`config.mk`:
```
export PLATFORM = sky130hd
export DESIGN_NAME = kfcv_div
export DESIGN_NICKNAME = d
export VERILOG_FILES = /design/src/hdl/kfcv_pkg.sv /design/src/hdl/kfcv_div.sv
export SDC_FILE = /design/constraint.sdc
export NUM_CORES = 1
export LEC_CHECK = 0
export BUFFER_PORTS_ARGS = -buffer_cell sky130_fd_sc_hd__buf_2
export CAP_MARGIN = 0
export CORE_MARGIN = 2
export CORE_UTILIZATION = 55
export CTS_CLUSTER_DIAMETER = 80
export CTS_CLUSTER_SIZE = 40
export DETAILED_ROUTE_END_ITERATION = 16
export GPL_ROUTABILITY_DRIVEN = 1
export HOLD_SLACK_MARGIN = 0.12
export PLACE_DENSITY = 0.84
export SYNTH_ARGS = -nofsm -noshare
export SYNTH_HDL_FRONTEND = slang
export SYNTH_SLANG_ARGS = --single-unit
export TNS_END_PERCENT = 50
```
`constraint.sdc`:
```
create_clock -name clk -period 11.6 [get_ports clk]
set_clock_uncertainty 0.15 [all_clocks]
set_input_delay 2.32 -clock clk [delete_from_list [all_inputs] [get_ports clk]]
set_output_delay 2.32 -clock clk [all_outputs]
set_load 0.02 [all_outputs]
```
`src/hdl/kfcv_pkg.sv`:
```
// Package: shared types and constants for the constant-velocity Kalman core.
`timescale 1ns / 1ps
package kfcv_pkg;
  localparam int REG_W   = 24;
  localparam int COV_W   = 40;
  localparam int OUT_W   = 32;
  localparam int IDX_W   = 1;
  localparam logic [IDX_W-1:0] REG_PROC_NOISE = 1'b0;
  localparam logic [IDX_W-1:0] REG_MEAS_NOISE = 1'b1;

  typedef enum logic [3:0] {
    ST_IDLE, ST_PRED, ST_DIV0, ST_DIV1, ST_MUL0, ST_MUL1, ST_MUL2, ST_MUL3, ST_MUL4,
    ST_DONE
  } state_t;

  // Operation handshake between sequencer and serial multiplier.
  typedef struct packed {
    logic start;
    logic busy;
  } mul_ctl_t;
endpackage

```
`src/hdl/kfcv_div.sv`:
```
// Module: restoring serial divider producing a saturated Q gain, one quotient bit per cycle.
`timescale 1ns / 1ps
module kfcv_div #(
  parameter int FRAC = 16
) (
  input  logic                        clk,
  input  logic                        rst_n,
  input  logic                        start,
  input  logic signed [kfcv_pkg::COV_W-1:0] num,
  input  logic        [kfcv_pkg::COV_W-1:0] den,
  output logic                        busy,
  output logic signed [kfcv_pkg::OUT_W-1:0] quo
);
  import kfcv_pkg::*;
  // quotient bits needed: 32 (saturation) => produce up to OUT_W bits of (n<<FRAC)/d
  localparam int N_W = COV_W + FRAC;
  localparam int C_W = $clog2(N_W + 1);

  logic [N_W-1:0]   n_r;
  logic [COV_W:0]   rem_r;
  logic [N_W-1:0]   q_r;
  logic [COV_W-1:0] d_r;
  logic [C_W-1:0]   cnt_r;
  logic             neg_r, busy_r;
  logic [COV_W:0]   trial;
  logic [COV_W:0]   diff;
  logic [OUT_W-1:0] kmag;

  assign trial = {rem_r[COV_W-1:0], n_r[N_W-1]};
  assign diff  = trial - {1'b0, d_r};

  always_ff @(posedge clk) begin
    if (!rst_n) begin
      busy_r <= 1'b0;
      cnt_r  <= '0;
    end else if (start) begin
      busy_r <= 1'b1;
      cnt_r  <= '0;
      n_r    <= {(num[COV_W-1] ? COV_W'(-num) : num), {FRAC{1'b0}}};
      neg_r  <= num[COV_W-1];
      d_r    <= den;
      rem_r  <= '0;
      q_r    <= '0;
    end else if (busy_r) begin
      n_r <= n_r << 1;
      if (!diff[COV_W]) begin
        rem_r <= diff;
        q_r   <= {q_r[N_W-2:0], 1'b1};
      end else begin
        rem_r <= trial;
        q_r   <= {q_r[N_W-2:0], 1'b0};
      end
      cnt_r <= cnt_r + 1'b1;
      if (cnt_r == C_W'(N_W - 1)) busy_r <= 1'b0;
    end
  end

  // Saturate to +-(2^31-1)
  assign kmag = (q_r[N_W-1:OUT_W-1] != '0) ? {1'b0, {(OUT_W-1){1'b1}}} : q_r[OUT_W-1:0];
  assign busy = busy_r;
  assign quo  = neg_r ? OUT_W'(-kmag) : OUT_W'(kmag);
endmodule

```
**Word-level counts from Yosys, hierarchy flattened**

Cells that the tools add are included.

- Flip-flop bits (word level): 199
- Bits in latches: 0
- RAM bits: 0
- Memory bits (read-only): 0
- Output and inout port bits: 33
- Logic and storage cells: 31
- Memories kept: 0

- Add/sub/neg operators: 4
- Multipliers: 0
- Divide/modulo/power cells: 0
- Magnitude comparators: 0
- Equality and inequality tests: 1
- Shifts and indexed selects: 0
- Mux-type cells: 12
- Bitwise operators: 1
- Reductions and logical operators: 5

Operator list:

| cell | number |
|---|---|
| two-way mux 56 bit | 3 |
| two-way mux 40 bit | 3 |
| two-way mux 32 bit | 2 |
| subtractor 41 x 40 -> 41 bit | 1 |
| negator 40 bit | 1 |
| negator 32 bit | 1 |
| nonzero test 25 bit | 1 |
| adder 6 x 1 -> 6 bit, second input constant | 1 |
| equality test 6 bit, second input constant | 1 |
| two-way mux 1 bit | 4 |
| AND reduction 2 bit | 2 |
| nonzero test 2 bit | 1 |
| OR reduction 2 bit | 1 |
| inverter 1 bit | 1 |

**Logic depth before layout (Yosys ltp)**

- Depth in word-level cells: 4
- Gate-level depth with buffers: 16
- Depth with buffers taken out: 13

**Least setup slack after synthesis**

No wires, ideal clock.

- Kind: in2reg
- Start point: input port start
- End point: register n_r[16] (enable)
- Arrival time: 5.674 ns
- Required time: 10.942 ns
- Slack: 5.268 ns
- Stages: 2
- Path buffers: 1
- Path through: clkbuf_1 o21a_1

- Word-level cells in the longest chain between the ends: 2

Ends and longest elaborated chain:

| element | RTL line | text |
|---|---|---|
| start, declared | kfcv_div.sv:8 | `input logic start,` |
| nonzero test 2 bit (no source line) | -- |  |
| AND reduction 2 bit (no source line) | -- |  |
| end signal, assigned | kfcv_div.sv:39 | `n_r <= {(num[COV_W-1] ? COV_W'(-num) : num), {FRAC{1'b0}}};` |
| end signal, assigned | kfcv_div.sv:45 | `n_r <= n_r << 1;` |
| end, declared | kfcv_div.sv:19 | `logic [N_W-1:0] n_r;` |

Every way passes these cells.
A chain may end at the register's enable or synchronous reset.

**Worst setup path after layout**

- Start point: register q_r[32]
- End point: output port quo[28] in the netlist's numbering

- Word-level cells in the longest chain between the ends: 4

Ends and longest elaborated chain:

| element | RTL line | text |
|---|---|---|
| start, declared | kfcv_div.sv:21 | `logic [N_W-1:0] q_r;` |
| start signal, assigned | kfcv_div.sv:48 | `q_r <= {q_r[N_W-2:0], 1'b1};` |
| start signal, assigned | kfcv_div.sv:51 | `q_r <= {q_r[N_W-2:0], 1'b0};` |
| nonzero test 25 bit (*) | kfcv_div.sv:59 | `assign kmag = (q_r[N_W-1:OUT_W-1] != '0) ? {1'b0, {(OUT_W-1){1'b1}}} : q_r[OUT_W-1:0];` |
| two-way mux 32 bit (*) | kfcv_div.sv:59 |  |
| negator 32 bit | kfcv_div.sv:61 | `assign quo = neg_r ? OUT_W'(-kmag) : OUT_W'(kmag);` |
| two-way mux 32 bit (*) | kfcv_div.sv:61 |  |
| end, declared | kfcv_div.sv:12 | `output logic signed [kfcv_pkg::OUT_W-1:0] quo` |

Mark *: on every way between the ends. The rest lies on a longest branch, timed or not.

==> impl_metrics.toml <==
[logic_synthesis]
syn-instance-count = 1105
syn_nets = 1232
syn_avg_cell_area_um2 = 10.0
ys_seq_area_share_pct = 49.4
synth_cell_type_count = 63
syn_area_um2 = 11000
synth-seq-cells = 184
synth_ff_type = "edfxtp_1"
yosysWarnings = 0
synth_edf_count = 177
synthArstFlopShare_pct = 0

[sta]
post-route-worst-setup-slack_ns = 4.89
relSlewSlack_pct = 30.7
clock.fmax_mhz = 149
worst_slew_pin_slew_ns = 1.04
hold_violations = 0
setup_tns_ns = 0
final.min_clock_period_ns = 6.71
rsz0062_at_grt = "false"
finalCritPeriodShare_pct = 57.8
setup_violations = 0
slew_viol_final = 0

[critical_path]
r2r_slack_ns = 7.34
cp_slowest_cell = "or2_2"
critPathTopFamily = "simple AND/OR/NAND/NOR gates"
cp-start-kind = "flop"
crit_type = "reg -> out"
path_buf_inv = 1
max_stage_delay_ns = 0.48
crit_required_ns = 9.13
cp.arrival_ns = 4.24
path_max_fanout = 20
cp-end-kind = "primary output"
crit_chain = "nor4_1 -> nand4_1 -> or2_2 -> nor2_1 -> ha_1 -> nand2_1 -> or3_1 -> or3_1 -> nor2_1 -> nand3b_1 -> nor3_1 -> o21ai_0 -> o311ai_0 -> buf_2"

[floorplanning]
dieArea_um2 = 21200
fp.dieW_um = 146
coreArea_um2 = 19600
die_y_um = 146
io_pins = 116
start_util_pct = 56.4
fp-row-count = 51

[power_and_ir_drop]
ir_drop_mv = 0.112
p_leak_nw = 4.83
powerDensity_nw_per_um2 = 148

[clock_tree]
insertion_delay_ns = 0.44
hold_buffers = 0
post_cts.repair.setup_buffers = 0
cts_inserted_buffers = 17
root_buffer = "clkbuf_16"
tritoncts = "done"
cts.sinks = 184
ctsHtreeMaxLevel = 4
cts_resized = 0
path_clk_slew_ns = 0.07
clk_path_buf_depth = 2

[finish]
nets = 1318
drive_above_1_share_pct = 14.2
final_cell_mix = "edfxtp_1, a21oi_1, buf_2"
diodes = 0
area_delta_synth_final_pct = 12.5
final_core_util_pct = 63.4
final_common_cell = "edfxtp_1"

[route]
vias = 8880
ant_nets = 0
vias_per_cell = 6.04
first_pass_iters = 6
wl_per_cell_um = 16.7
drc = 0
routed_wl_um = 24600
drtIter0Drc = 727

[global_routing]
grt_pass1_vias = 8403
grtUsageTotal_pct = 23.1
grt_pass1_wl_um = 40700
antenna_found_initial = 0
grt_max_degree = 92
grt-ovfl-total = 0

[place]
gp_congestion = 0.901
dp_hpwl_um = 16200
pre_cts_ws_ns = 5.43
portBuffers = 115

[run_status]
outcome = "finished clean"

[flow_run]
cap_violations = 0

[hold_path]
worstHoldPathType = "reg -> reg"
-- kinds of logic after synthesis --
family,share of synthesized area (%)
and+or+nand+nor,16.8
AOI/OAI and AO/OA,18.3
DFF,49.4
buffers and inverters,3.84
xor gates and xnor gates,6.26
adders and majority gates,5.05
muxes,0.374
-- worst paths after layout --
path                   from         to  cells past startpoint
setup / recovery    q_r[32]    quo[28]                     14
hold / removal     cnt_r[5]   cnt_r[5]                      2
setup reg to reg  rem_r[10]  rem_r[17]                     10
hold reg to reg    cnt_r[5]   cnt_r[5]                      2
-- layer usage --
layer	track usage, %	up-vias	part of all wire [%]
li1	-	4280	-
met1	34.1	4260	47
met2	34.7	314	45
met3	3.92	26	6.1
met4	7.55	0	1.5
met5	0	-	0
-- tightest hold or removal path, delay by kind of cell, from the launching register on --
family,cells,cell delay [ns]
DFF,1,0.32
AOI/OAI and AO/OA,2,0.13
-- cell usage after synthesis (10+ instances only) --
cell type / instances / area [µm²]
a31oi_1: 10 / 62.6
or4_1: 11 / 82.6
nor2b_1: 60 / 375
a211oi_1: 10 / 75.1
edfxtp_1: 177 / 5320
o311ai_0: 19 / 166
or3_1: 16 / 100
a21o_1: 23 / 173
xor2_1: 54 / 473
o21ai_0: 86 / 430
inv_1: 59 / 221
nor3_1: 20 / 100
xnor2_1: 25 / 219
a21oi_1: 115 / 576
o31ai_1: 11 / 82.6
clkbuf_1: 52 / 195
nor2_1: 89 / 334
ha_1: 43 / 538
nor4_1: 12 / 75.1
nand2_1: 54 / 203
nand3_1: 36 / 180
nand4_1: 12 / 75.1
-- area by class of cell --
cell class | count | area [µm²]
Sequential cell | 184 | 5460
Fill cell | 1605 | 7160
Timing Repair Buffer | 121 | 623
Clock inverter | 14 | 184
Tap cell | 265 | 332
Multi-Input combinational cell | 808 | 5180
Inverter | 59 | 221
Clock buffer | 18 | 429
-- state kept, by name, summed over array words and instances (netlist names) --
register  flops
cnt_r         6
q_r          56
d_r          40
rem_r        40
neg_r         1
busy          1
n_r          40
-- where the power goes --
group | internal (mW) | switching [mW]
combinational | 0.161 | 0.249
sequential | 0.793 | 0.0263
clock | 0.346 | 0.264
total | 1.30 | 0.539
-- metrics by stage --
step           hold slack (ns)  total power, mW  std cells  cell area, µm²
4_1_cts                  0.349             1.84       1469           12400
3_5_place_dp             0.340             1.23       1437           11800
6_report                 0.348             1.84       1469           12400
3_3_place_gp             0.326             1.22       1437           11800
5_1_grt                  0.401             1.93       1469           12400
2_1_floorplan            0.308             1.13       1105           11000
No activity file was read; power rests on OpenSTA's default activity.
