$ cat config.mk
export PLATFORM = sky130hd
export DESIGN_NAME = kfcv_mul
export DESIGN_NICKNAME = d
export VERILOG_FILES = /design/src/hdl/kfcv_pkg.sv /design/src/hdl/kfcv_mul.sv
export SDC_FILE = /design/constraint.sdc
export NUM_CORES = 1
export LEC_CHECK = 0
export ABC_AREA = 1
export BUFFER_PORTS_ARGS = -buffer_cell sky130_fd_sc_hd__buf_4
export CORE_MARGIN = 2
export CORE_UTILIZATION = 55
export DETAILED_ROUTE_END_ITERATION = 12
export PLACE_DENSITY = 0.79
export SYNTH_ARGS = -nofsm -noshare
export SYNTH_HDL_FRONTEND = slang
export SYNTH_SLANG_ARGS = --single-unit
$ cat constraint.sdc
create_clock -name clk -period 3 [get_ports clk]
set_clock_uncertainty 0.1 [all_clocks]
set_input_delay 0.15 -clock clk [delete_from_list [all_inputs] [get_ports clk]]
set_output_delay 0.15 -clock clk [all_outputs]
set_load 0.02 [all_outputs]
$ cat src/hdl/kfcv_pkg.sv
// Package: shared types and constants for the constant-velocity Kalman core.
`timescale 1ns / 1ps
package kfcv_pkg;
  localparam int REG_W   = 24;
  localparam int COV_W   = 40;
  localparam int OUT_W   = 32;
  localparam int IDX_W   = 1;
  localparam logic [IDX_W-1:0] REG_PROC_NOISE = 1'b0;
  localparam logic [IDX_W-1:0] REG_MEAS_NOISE = 1'b1;

  typedef enum logic [3:0] {
    ST_IDLE, ST_PRED, ST_DIV0, ST_DIV1, ST_MUL0, ST_MUL1, ST_MUL2, ST_MUL3, ST_MUL4,
    ST_DONE
  } state_t;

  // Operation handshake between sequencer and serial multiplier.
  typedef struct packed {
    logic start;
    logic busy;
  } mul_ctl_t;
endpackage

$ cat src/hdl/kfcv_mul.sv
// Module: bit-serial signed multiplier, one multiplier bit per cycle, result >> FRAC truncated.
`timescale 1ns / 1ps
module kfcv_mul #(
  parameter int A_W  = 48,
  parameter int B_W  = 32,
  parameter int FRAC = 16
) (
  input  logic                   clk,
  input  logic                   rst_n,
  input  logic                   start,
  input  logic signed [A_W-1:0]  a,
  input  logic signed [B_W-1:0]  b,
  output logic                   busy,
  output logic signed [A_W+B_W-1:0] prod
);
  import kfcv_pkg::*;
  localparam int P_W = A_W + B_W;
  localparam int C_W = $clog2(B_W + 1);

  logic [A_W-1:0] ma_r;
  logic [B_W-1:0] mb_r;
  logic [P_W-1:0] acc_r;
  logic [C_W-1:0] cnt_r;
  logic           neg_r;
  logic           busy_r;
  logic [P_W-1:0] mag;
  logic [P_W-1:0] shifted;

  // Shift-add over the multiplier magnitude, LSB first.
  always_ff @(posedge clk) begin
    if (!rst_n) begin
      busy_r <= 1'b0;
      cnt_r  <= '0;
    end else if (start) begin
      busy_r <= 1'b1;
      cnt_r  <= '0;
      ma_r   <= a[A_W-1] ? A_W'(-a) : a;
      mb_r   <= b[B_W-1] ? B_W'(-b) : b;
      neg_r  <= a[A_W-1] ^ b[B_W-1];
      acc_r  <= '0;
    end else if (busy_r) begin
      acc_r <= (acc_r >> 1)
             + (mb_r[0] ? ({{B_W{1'b0}}, ma_r} << (B_W - 1)) : '0);
      mb_r  <= mb_r >> 1;
      cnt_r <= cnt_r + 1'b1;
      if (cnt_r == C_W'(B_W - 1)) busy_r <= 1'b0;
    end
  end

  assign mag     = acc_r;
  assign shifted = mag >> FRAC;
  assign busy    = busy_r;
  assign prod    = neg_r ? P_W'(-shifted) : P_W'(shifted);
endmodule

# Yosys cells after proc, flatten, opt, wreduce, memory -nomap -nowiden
# Index checks and enable logic that the tools add are counted.
word_totals:
  output_inout_bits: 81
  wordCells: 29
  register_bits: 168
  inputBits: 83
classes:
  add_sub_neg: 5
  bitwise_logic: 2
  reduce_logical: 4
  n_eq_ne: 1
  mux: 10
ops:
  columns: ["operator", "n"]
  rows:
  - ["2-to-1 mux 80 bit", 2]
  - ["2-to-1 mux 32 bit", 3]
  - ["adder 79 x 79 -> 80 bit", 1]
  - ["negation 64 -> 80 bit", 1]
  - ["2-to-1 mux 79 bit", 1]
  - ["negation 48 bit", 1]
  - ["2-to-1 mux 47 bit", 1]
  - ["negation 32 bit", 1]
  - ["adder 6 x 1 -> 6 bit, second input constant", 1]
  - ["== test 6 x 5 -> 1 bit, second input constant", 1]
  - ["AND reduction 2 bit", 2]
  - ["2-to-1 mux 1 bit", 3]
  - ["nonzero test 2 bit", 1]
  - ["OR reduction 2 bit", 1]
  - ["NOT 1 bit", 1]
  - ["bitwise XOR 1 bit", 1]

# Depth between registers and ports, before layout
# Gate-level depths: netlist (run 1).
depth:
  ltp_word: 4
  depth_mapped: 18
  depth_no_buf: 17

# Worst setup path after synthesis (run 1)
# No wires, ideal clock.
synth_path:
  path_kind: "input to register"
  from: "in start"
  to: "reg acc_r[16], enable pin"
  required_ps: 2442
  arrival_ps: 2754
  n_path_buf: 2
  setup_time_ps: 458
  slack_ps: -312
  stages: 4
  cell_sequence: "clkbuf_1 -> clkbuf_1 -> nand2_1 -> nand2_1"
synth_between:
  elab_chain_len: 2
synth_rtl:
  columns: ["item", "line", "rtl"]
  rows:
  - ["start, declared", "kfcv_mul.sv:10", "input logic start,"]
  - ["nonzero test 2 bit (no line)", null, null]
  - ["AND reduction 2 bit (no line)", null, null]
  - ["end signal, assigned", "kfcv_mul.sv:42", "acc_r <= (acc_r >> 1)"]
  - ["end, declared", "kfcv_mul.sv:22", "logic [P_W-1:0] acc_r;"]
# Every way passes these cells.
# A chain may end at the register's enable or synchronous reset.

# Worst setup path after layout (run 1)
layout_path:
  from: "reg acc_r[17]"
  to: "out prod[48]"
layout_between:
  elab_chain_len: 2
layout_rtl:
  columns: ["item", "line", "rtl"]
  rows:
  - ["negation 64 -> 80 bit", "kfcv_mul.sv:53", "assign prod = neg_r ? P_W'(-shifted) : P_W'(shifted);"]
  - ["2-to-1 mux 80 bit", "kfcv_mul.sv:53", null]
  - ["end, declared", "kfcv_mul.sv:14", "output logic signed [A_W+B_W-1:0] prod"]
# Every way passes these cells.

==> summary.md, run 1 <==
| Metric | Value |
|---|---|
| FMAX | 351 MHz |
| Post-synth top area cell | edfxtp_1 |
| I/O Buffers | 163 |
| RSZ-0062 raised after global routing | no |
| Synth-to-layout area growth | 17.4% |
| GR Util met1 | 44.3% |
| Vias in the first global route | 14485 |
| Slew margin rel. | 62.0% |
| Share of layout cells above drive strength 1 | 10.3% |
| Post-Synthesis Cells | 2365 |
| Vias | 15567 |
| Clock Path Buffers | 2 |
| WHS | 0.0101 ns |
| Worst slew pin tran | 0.564 ns |
| Congestion Overflow GR | 0 |
| Maximum vdd drop | 0.000376 V |
| Clock sink count | 152 |
| Top cell by count, worst path | nand2_1 |
| Setup TNS | 0 ns |
| Avg Inst Size Synth | 6.23 um2 |
| Most common flop cell mapped by yosys | edfxtp_1 |
| Syn. warnings | 0 |
| Clock Latency Late Sink | 0.44 ns |
| Final ANT Viol Nets | 0 |
| Sequential fraction of the synthesis area | 30.5% |
| Power Density | 447 nW/um2 |
| CP bufs+invs | 3 |
| Synth Cell Area | 14700 um2 |
| Slowest stage cell, crit path | nor3_1 |
| Met2 Track Usage GR | 56.8% |
| Std-Cell Rows | 59 |
| Crit-path cells | inv_1 > ha_1 > nand2_1 > nor2_2 > inv_1 > nor3_1 > nand3_1 > nand2_1 > nand2_1 > o21ai_0 > buf_4 |
| Tot Pwr | 7.74 mW |
| First-pass GRT wire length | 74.1 mm |
| Vias per cell | 5.37 |
| Worst path arrival time | 2.60 ns |
| Final setup viols | 0 |
| GRT Util Overall | 33.7% |
| Critical Path RT | 2.75 ns |
| RePlAce Congestion | 0.997 |
| Antenna fix cells | 0 |
| Syn nets | 2501 |
| Pre-CTS worst setup slack | 0.238 ns |
| I/O pin cnt | 164 |
| Initial drt markers | 1672 |
| Leakage power | 8.63 nW |
| Final hold violations | 0 |
| Max incr delay on CP | 0.44 ns |
| Most used routing layer | met2 |
| Drt pass-1 iters | 6 |
| Initial core utilization | 56.2% |
| Max cap viols | 0 |
| WL final | 46.8 mm |
| Inserted Clock Buffers | 17 |
| Number of flops mapped to enable cells by yosys | 145 |
| M3 GR Usage | 4.99% |
| Post-DP HPWL | 38.2 mm |
| Cell chosen for the clock root | clkbuf_16 |
| Die Width | 168 um |
| Initial antenna violation count | 0 |
| Fin crit share | 94.9% |
| H-tree levels | 4 |
| Fraction of registers with async set/reset | 0% |
| Largest net degree at the start of global routing | 50 |
| Period minus WS final | 2.85 ns |
| Largest cells by area after synthesis | edfxtp_1 30%, nand2_1 20%, inv_1 10%, nor2_1 8.7%, xor2_1 5.9% |
| CP max FO | 5 |
| Critical path type | flip-flop to output port |
| Core Area | 26200 um2 |
| Kind of cell adding the most delay to the critical path | simple AND/OR/NAND/NOR gates |
| Status | finished, final reports clean |
| CTS tree | done |
| #FFs+latches synth | 152 |
| Final core utilization | 66.0% |
| Die height | 168 um |
| DRC viols | 0 |
| Crit start category | flip-flop |
| Wire length per cell | 16.1 um |
| Count of cell types in the netlist | 47 |
| Area share of the largest cell type after synthesis | 29.6% |
| Final net count | 2687 |
| Die area | 28100 um2 |
| CP endpoint kind | output port |
| Slew Limit Fails | 0 |
| Reg clk slew, reported paths | 0.08 ns |
| Setup WS post-layout | 0.154 ns |
| Hold Path Class | input pin to flip-flop |
area by class of cell:
| class | instances | area (um2) |
|---|---|---|
| Fill cell | 2444 | 8900 |
| Multi-Input combinational cell | 1734 | 8430 |
| Sequential cell | 152 | 4490 |
| Timing Repair Buffer | 210 | 1720 |
| Inverter | 436 | 1640 |
| Clock buffer | 19 | 454 |
| Tap cell | 335 | 419 |
| Clock inverter | 13 | 149 |
Yosys cell counts, types with 4 or more instances:
library cell,number
inv_2,17
nand2_1,780
o21bai_1,6
nor3_1,36
nor2_1,341
o211ai_1,4
nand3b_1,6
nand2_2,7
a31oi_1,12
xor2_1,99
a41oi_1,8
xnor2_1,6
o21ai_0,65
dfxtp_1,7
ha_1,52
clkbuf_1,28
buf_1,6
or2_1,4
and2_1,4
o21ai_1,11
buf_2,6
nand3_1,123
nor2_2,10
clkinv_1,8
edfxtp_1,145
a21oi_1,68
nor2_4,9
nand4_1,59
inv_1,411
logic make-up after synthesis:
group | count (synthesis) | synth area share (%)
buffers and inverters | 479 | 12.4
and+or+nand+nor | 1393 | 39.4
xor gates and xnor gates | 105 | 6.24
muxes | 1 | 0.0679
AOI/OAI and AO/OA | 182 | 6.90
DFF | 152 | 30.5
adders and majority gates | 53 | 4.55
placed cells by master, fill, tap and decap left out, drive strengths merged, types with 7 or more instances in the layout:
master,instances
dfxtp,7
a31oi,12
nand3,126
a41oi,8
clkbuf,19
nor3,37
inv,436
ha,52
xor2,99
o21ai,79
edfxtp,145
nand2,788
dlygate4sd3,36
clkinv,13
buf,174
nor2,360
a21oi,68
nand4,59
worst paths after layout:
path,startpoint,endpoint,slack [ns],depth (start not counted)
max,acc_r[17]$_SDFFCE_PP0P_,prod[48],0.15,11
max reg2reg,mb_r[0]$_DFFE_PP_,acc_r[65]$_SDFFCE_PP0P_,0.19,13
min reg2reg,cnt_r[0]$_SDFFE_PP0P_,cnt_r[0]$_SDFFE_PP0P_,0.40,2
min,b[23],mb_r[23]$_DFFE_PP_,0.01,3
state kept, by name, indices dropped and copies added, names as in the netlist:
signal and count:
acc_r 64, ma_r 48, mb_r 32, cnt_r 6
busy 1, neg_r 1
worst reg2reg max path, cell delays in order, from the launching register on:
cell	delay, ns
edfxtp_1	0.44
buf_12	0.21
nand2_1	0.08
inv_1	0.05
ha_1	0.39
nand2_1	0.18
nor2_2	0.23
nand3_1	0.15
nand3_2	0.20
nand2_1	0.07
nand2_1	0.15
nand2_1	0.11
a21oi_1	0.14
nor2_1	0.06
what timing repair did:
action | in CTS | in global routing
hold endpoints to repair | 36 | 0
hold buffers | 36 | 0
setup buffers | 0 | 0
setup endpoints to repair | 0 | 2
gates resized for setup | 0 | 2
through the flow:
| step | std cells | area [um2] |
|---|---|---|
| 3_3_place_gp | 2831 | 16300 |
| 5_1_grt | 2899 | 17300 |
| 4_1_cts | 2899 | 17300 |
| 6_report | 2899 | 17300 |
| 3_5_place_dp | 2831 | 16300 |
| 2_1_floorplan | 2365 | 14700 |
routing by layer:
layer  wire, um  part of all wire [%]  vias up
li1           -                     -     7784
met1      19600                    42     6973
met2      21500                    46      723
met3       4210                   9.0       87
met4       1490                   3.2        0
met5          0                     0        -
power by group:
| group | switching, mW | internal (mW) |
|---|---|---|
| combinational | 1.80 | 0.941 |
| clock | 1.02 | 1.17 |
| sequential | 0.221 | 2.59 |
| total | 3.04 | 4.70 |
Note: power is estimated with default switching activity, not from simulation.
==> run 2, diff against run 1 <==
--- a/config.mk
+++ b/config.mk
@@ -10,6 +10,7 @@
 export CORE_MARGIN = 2
 export CORE_UTILIZATION = 55
 export DETAILED_ROUTE_END_ITERATION = 12
+export HOLD_SLACK_MARGIN = 0.15
 export PLACE_DENSITY = 0.79
 export SYNTH_ARGS = -nofsm -noshare
 export SYNTH_HDL_FRONTEND = slang
==> summary.md, run 2 (same netlist as run 1, synthesis figures left out) <==
| Metric | Value |
|---|---|
| Initial drt markers | 1642 (was 1672) |
| Wire length per cell | 16.2 um (was 16.1 um) |
| First-pass GRT wire length | 75.6 mm (was 74.1 mm) |
| Die area | 28100 um2 (unchanged) |
| GRT Util Overall | 34.3% (was 33.7%) |
| Hold path startpoint | a[47] (was b[23]) |
| WL final | 47.8 mm (was 46.8 mm) |
| Synth-to-layout area growth | 21.1% (was 17.4%) |
| Power Density | 437 nW/um2 (was 447 nW/um2) |
| Slew margin rel. | 57.0% (was 62.0%) |
| Critical Path RT | 2.75 ns (about the same) |
| Highest metal layer with signal wires | met4 (unchanged) |
| Final hold violations | 0 (unchanged) |
| Initial core utilization | 56.2% (unchanged) |
| Clock Path Buffers | 2 (unchanged) |
| Period minus WS final | 2.86 ns (was 2.85 ns) |
| Std-Cell Rows | 59 (unchanged) |
| Final net count | 2741 (was 2687) |
| Congestion Overflow GR | 0 (unchanged) |
| Biggest register | acc_r (unchanged) |
| Final setup viols | 0 (unchanged) |
| I/O Buffers | 163 (unchanged) |
| Reg clk slew, reported paths | 0.08 ns (about the same) |
| Clock Latency Late Sink | 0.44 ns (about the same) |
| Critical path type | flip-flop to output port (unchanged) |
| I/O pin cnt | 164 (unchanged) |
| DRC viols | 0 (unchanged) |
| FMAX | 350 MHz (was 351 MHz) |
| Initial antenna violation count | 0 (unchanged) |
| Maximum vdd drop | 0.000378 V (was 0.000376 V) |
| Max cap viols | 0 (unchanged) |
| Core Area | 26200 um2 (unchanged) |
| Max FFs per register | 64 (unchanged) |
| Fin crit share | 95.2% (was 94.9%) |
| Share of layout cells above drive strength 1 | 10.1% (was 10.3%) |
| Routed wl met3 | 4.23 mm (was 4.21 mm) |
| Critical path launch point | acc_r[17]$_SDFFCE_PP0P_ (unchanged) |
| RePlAce Congestion | 0.997 (unchanged) |
| Hold Path Class | input pin to flip-flop (unchanged) |
| Vias | 15901 (was 15567) |
| Crit start category | flip-flop (unchanged) |
| Worst Reg2Reg Path Length in Cells | 15 (was 13) |
| Largest registers | acc_r (64), ma_r (48), mb_r (32) (unchanged) |
| DP Cell Count | 2831 (unchanged) |
| H-tree levels | 4 (unchanged) |
| Pre-CTS worst setup slack | 0.238 ns (unchanged) |
| Antenna fix cells | 0 (unchanged) |
| Postcts setup bufs | 0 (unchanged) |
| Routed length on met2 | 22.0 mm (was 21.5 mm) |
| Setup WS post-layout | 0.143 ns (was 0.154 ns) |
| Vias per cell | 5.38 (was 5.37) |
| CP max FO | 5 (unchanged) |
| RSZ-0062 raised after global routing | no (unchanged) |
| Hold path depth | 2 (was 3) |
| FF-to-FF Start | mb_r[0]$_DFFE_PP_ (unchanged) |
| Status | finished, final reports clean (unchanged) |
| Post-route non-filler standard cell count | 2953 (was 2899) |
| WL met1 | 19.9 mm (was 19.6 mm) |
| Most common cell after layout, fill and taps aside | nand2_1 (unchanged) |
| Worst slew pin tran | 0.638 ns (was 0.564 ns) |
| Setup TNS | 0 ns (unchanged) |
| Slew Limit Fails | 0 (unchanged) |
| Worst path arrival time | 2.61 ns (was 2.60 ns) |
| Clock sink count | 152 (unchanged) |
| CP endpoint kind | output port (unchanged) |
| Leakage power | 8.85 nW (was 8.63 nW) |
| Vias in the first global route | 14813 (was 14485) |
| Drt pass-1 iters | 6 (unchanged) |
| Die Width | 168 um (unchanged) |
| Final ANT Viol Nets | 0 (unchanged) |
| Post-DP HPWL | 38.2 mm (unchanged) |
| Inserted Clock Buffers | 17 (unchanged) |
| Tot Pwr | 7.80 mW (was 7.74 mW) |
| Largest net degree at the start of global routing | 50 (unchanged) |
| Most frequent cells in the layout | 779 x nand2_1, 410 x inv_1, 340 x nor2_1 (unchanged) |
| Die height | 168 um (unchanged) |
| Cell chosen for the clock root | clkbuf_16 (unchanged) |
| CTS tree | done (unchanged) |
## run 2: cell type report
class,instances,area [um2]
clock buffers,19,454
clock inverters,13,149
fillers,2334,8360
inverters,436,1640
multi-input cells,1734,8430
flip-flops and latches,152,4490
well taps,335,419
repair buffers,264,2260
## run 2: final timing paths
path	endpoint	slack, ns
min	ma_r[22]$_DFFE_PP_	0.18
min reg2reg	cnt_r[0]$_SDFFE_PP0P_	0.40
max reg2reg	acc_r[75]$_SDFFCE_PP0P_	0.21
max	prod[48]	0.14
## run 2: repair_timing
action,4_1_cts,5_1_grt
gates resized for setup,0,2
hold buffers,90,0
endpoints found under the setup margin,0,1
endpoints found under the hold margin,87,0
## run 2: metal layers
metal  global-route usage, %  up-vias
li1                        -     7901
met1                    44.9     7128
met2                    58.1      765
met3                    4.96      107
met4                    12.3        0
met5                       0        -
## run 2: metrics by stage
step | hold WS, ns | utilization (%) | cell area [um2]
after floorplan | 0.149 | - | 14700
after global placement | 0.255 | 62.3 | 16300
after detailed placement | 0.253 | 62.3 | 16300
after CTS | 0.172 | 68.1 | 17800
after global routing | 0.215 | 68.1 | 17800
final | 0.181 | 68.1 | 17800
## run 2: power breakdown
part           switching (mW)  total [mW]  leakage, nW  internal [mW]
combinational            1.81        2.80         7.09          0.990
clock                    1.02        2.18        0.295           1.17
sequential              0.220        2.81         1.46           2.59
## run 2: worst max-delay path: stages (launching register included)
cell and delay, ns:
edfxtp_1 0.36, inv_1 0.15, ha_1 0.26, nand2_1 0.13
nor2_2 0.17, inv_1 0.07, nor3_1 0.45, nand3_1 0.14
nand2_1 0.10, nand2_1 0.04, o21ai_0 0.11, buf_4 0.19
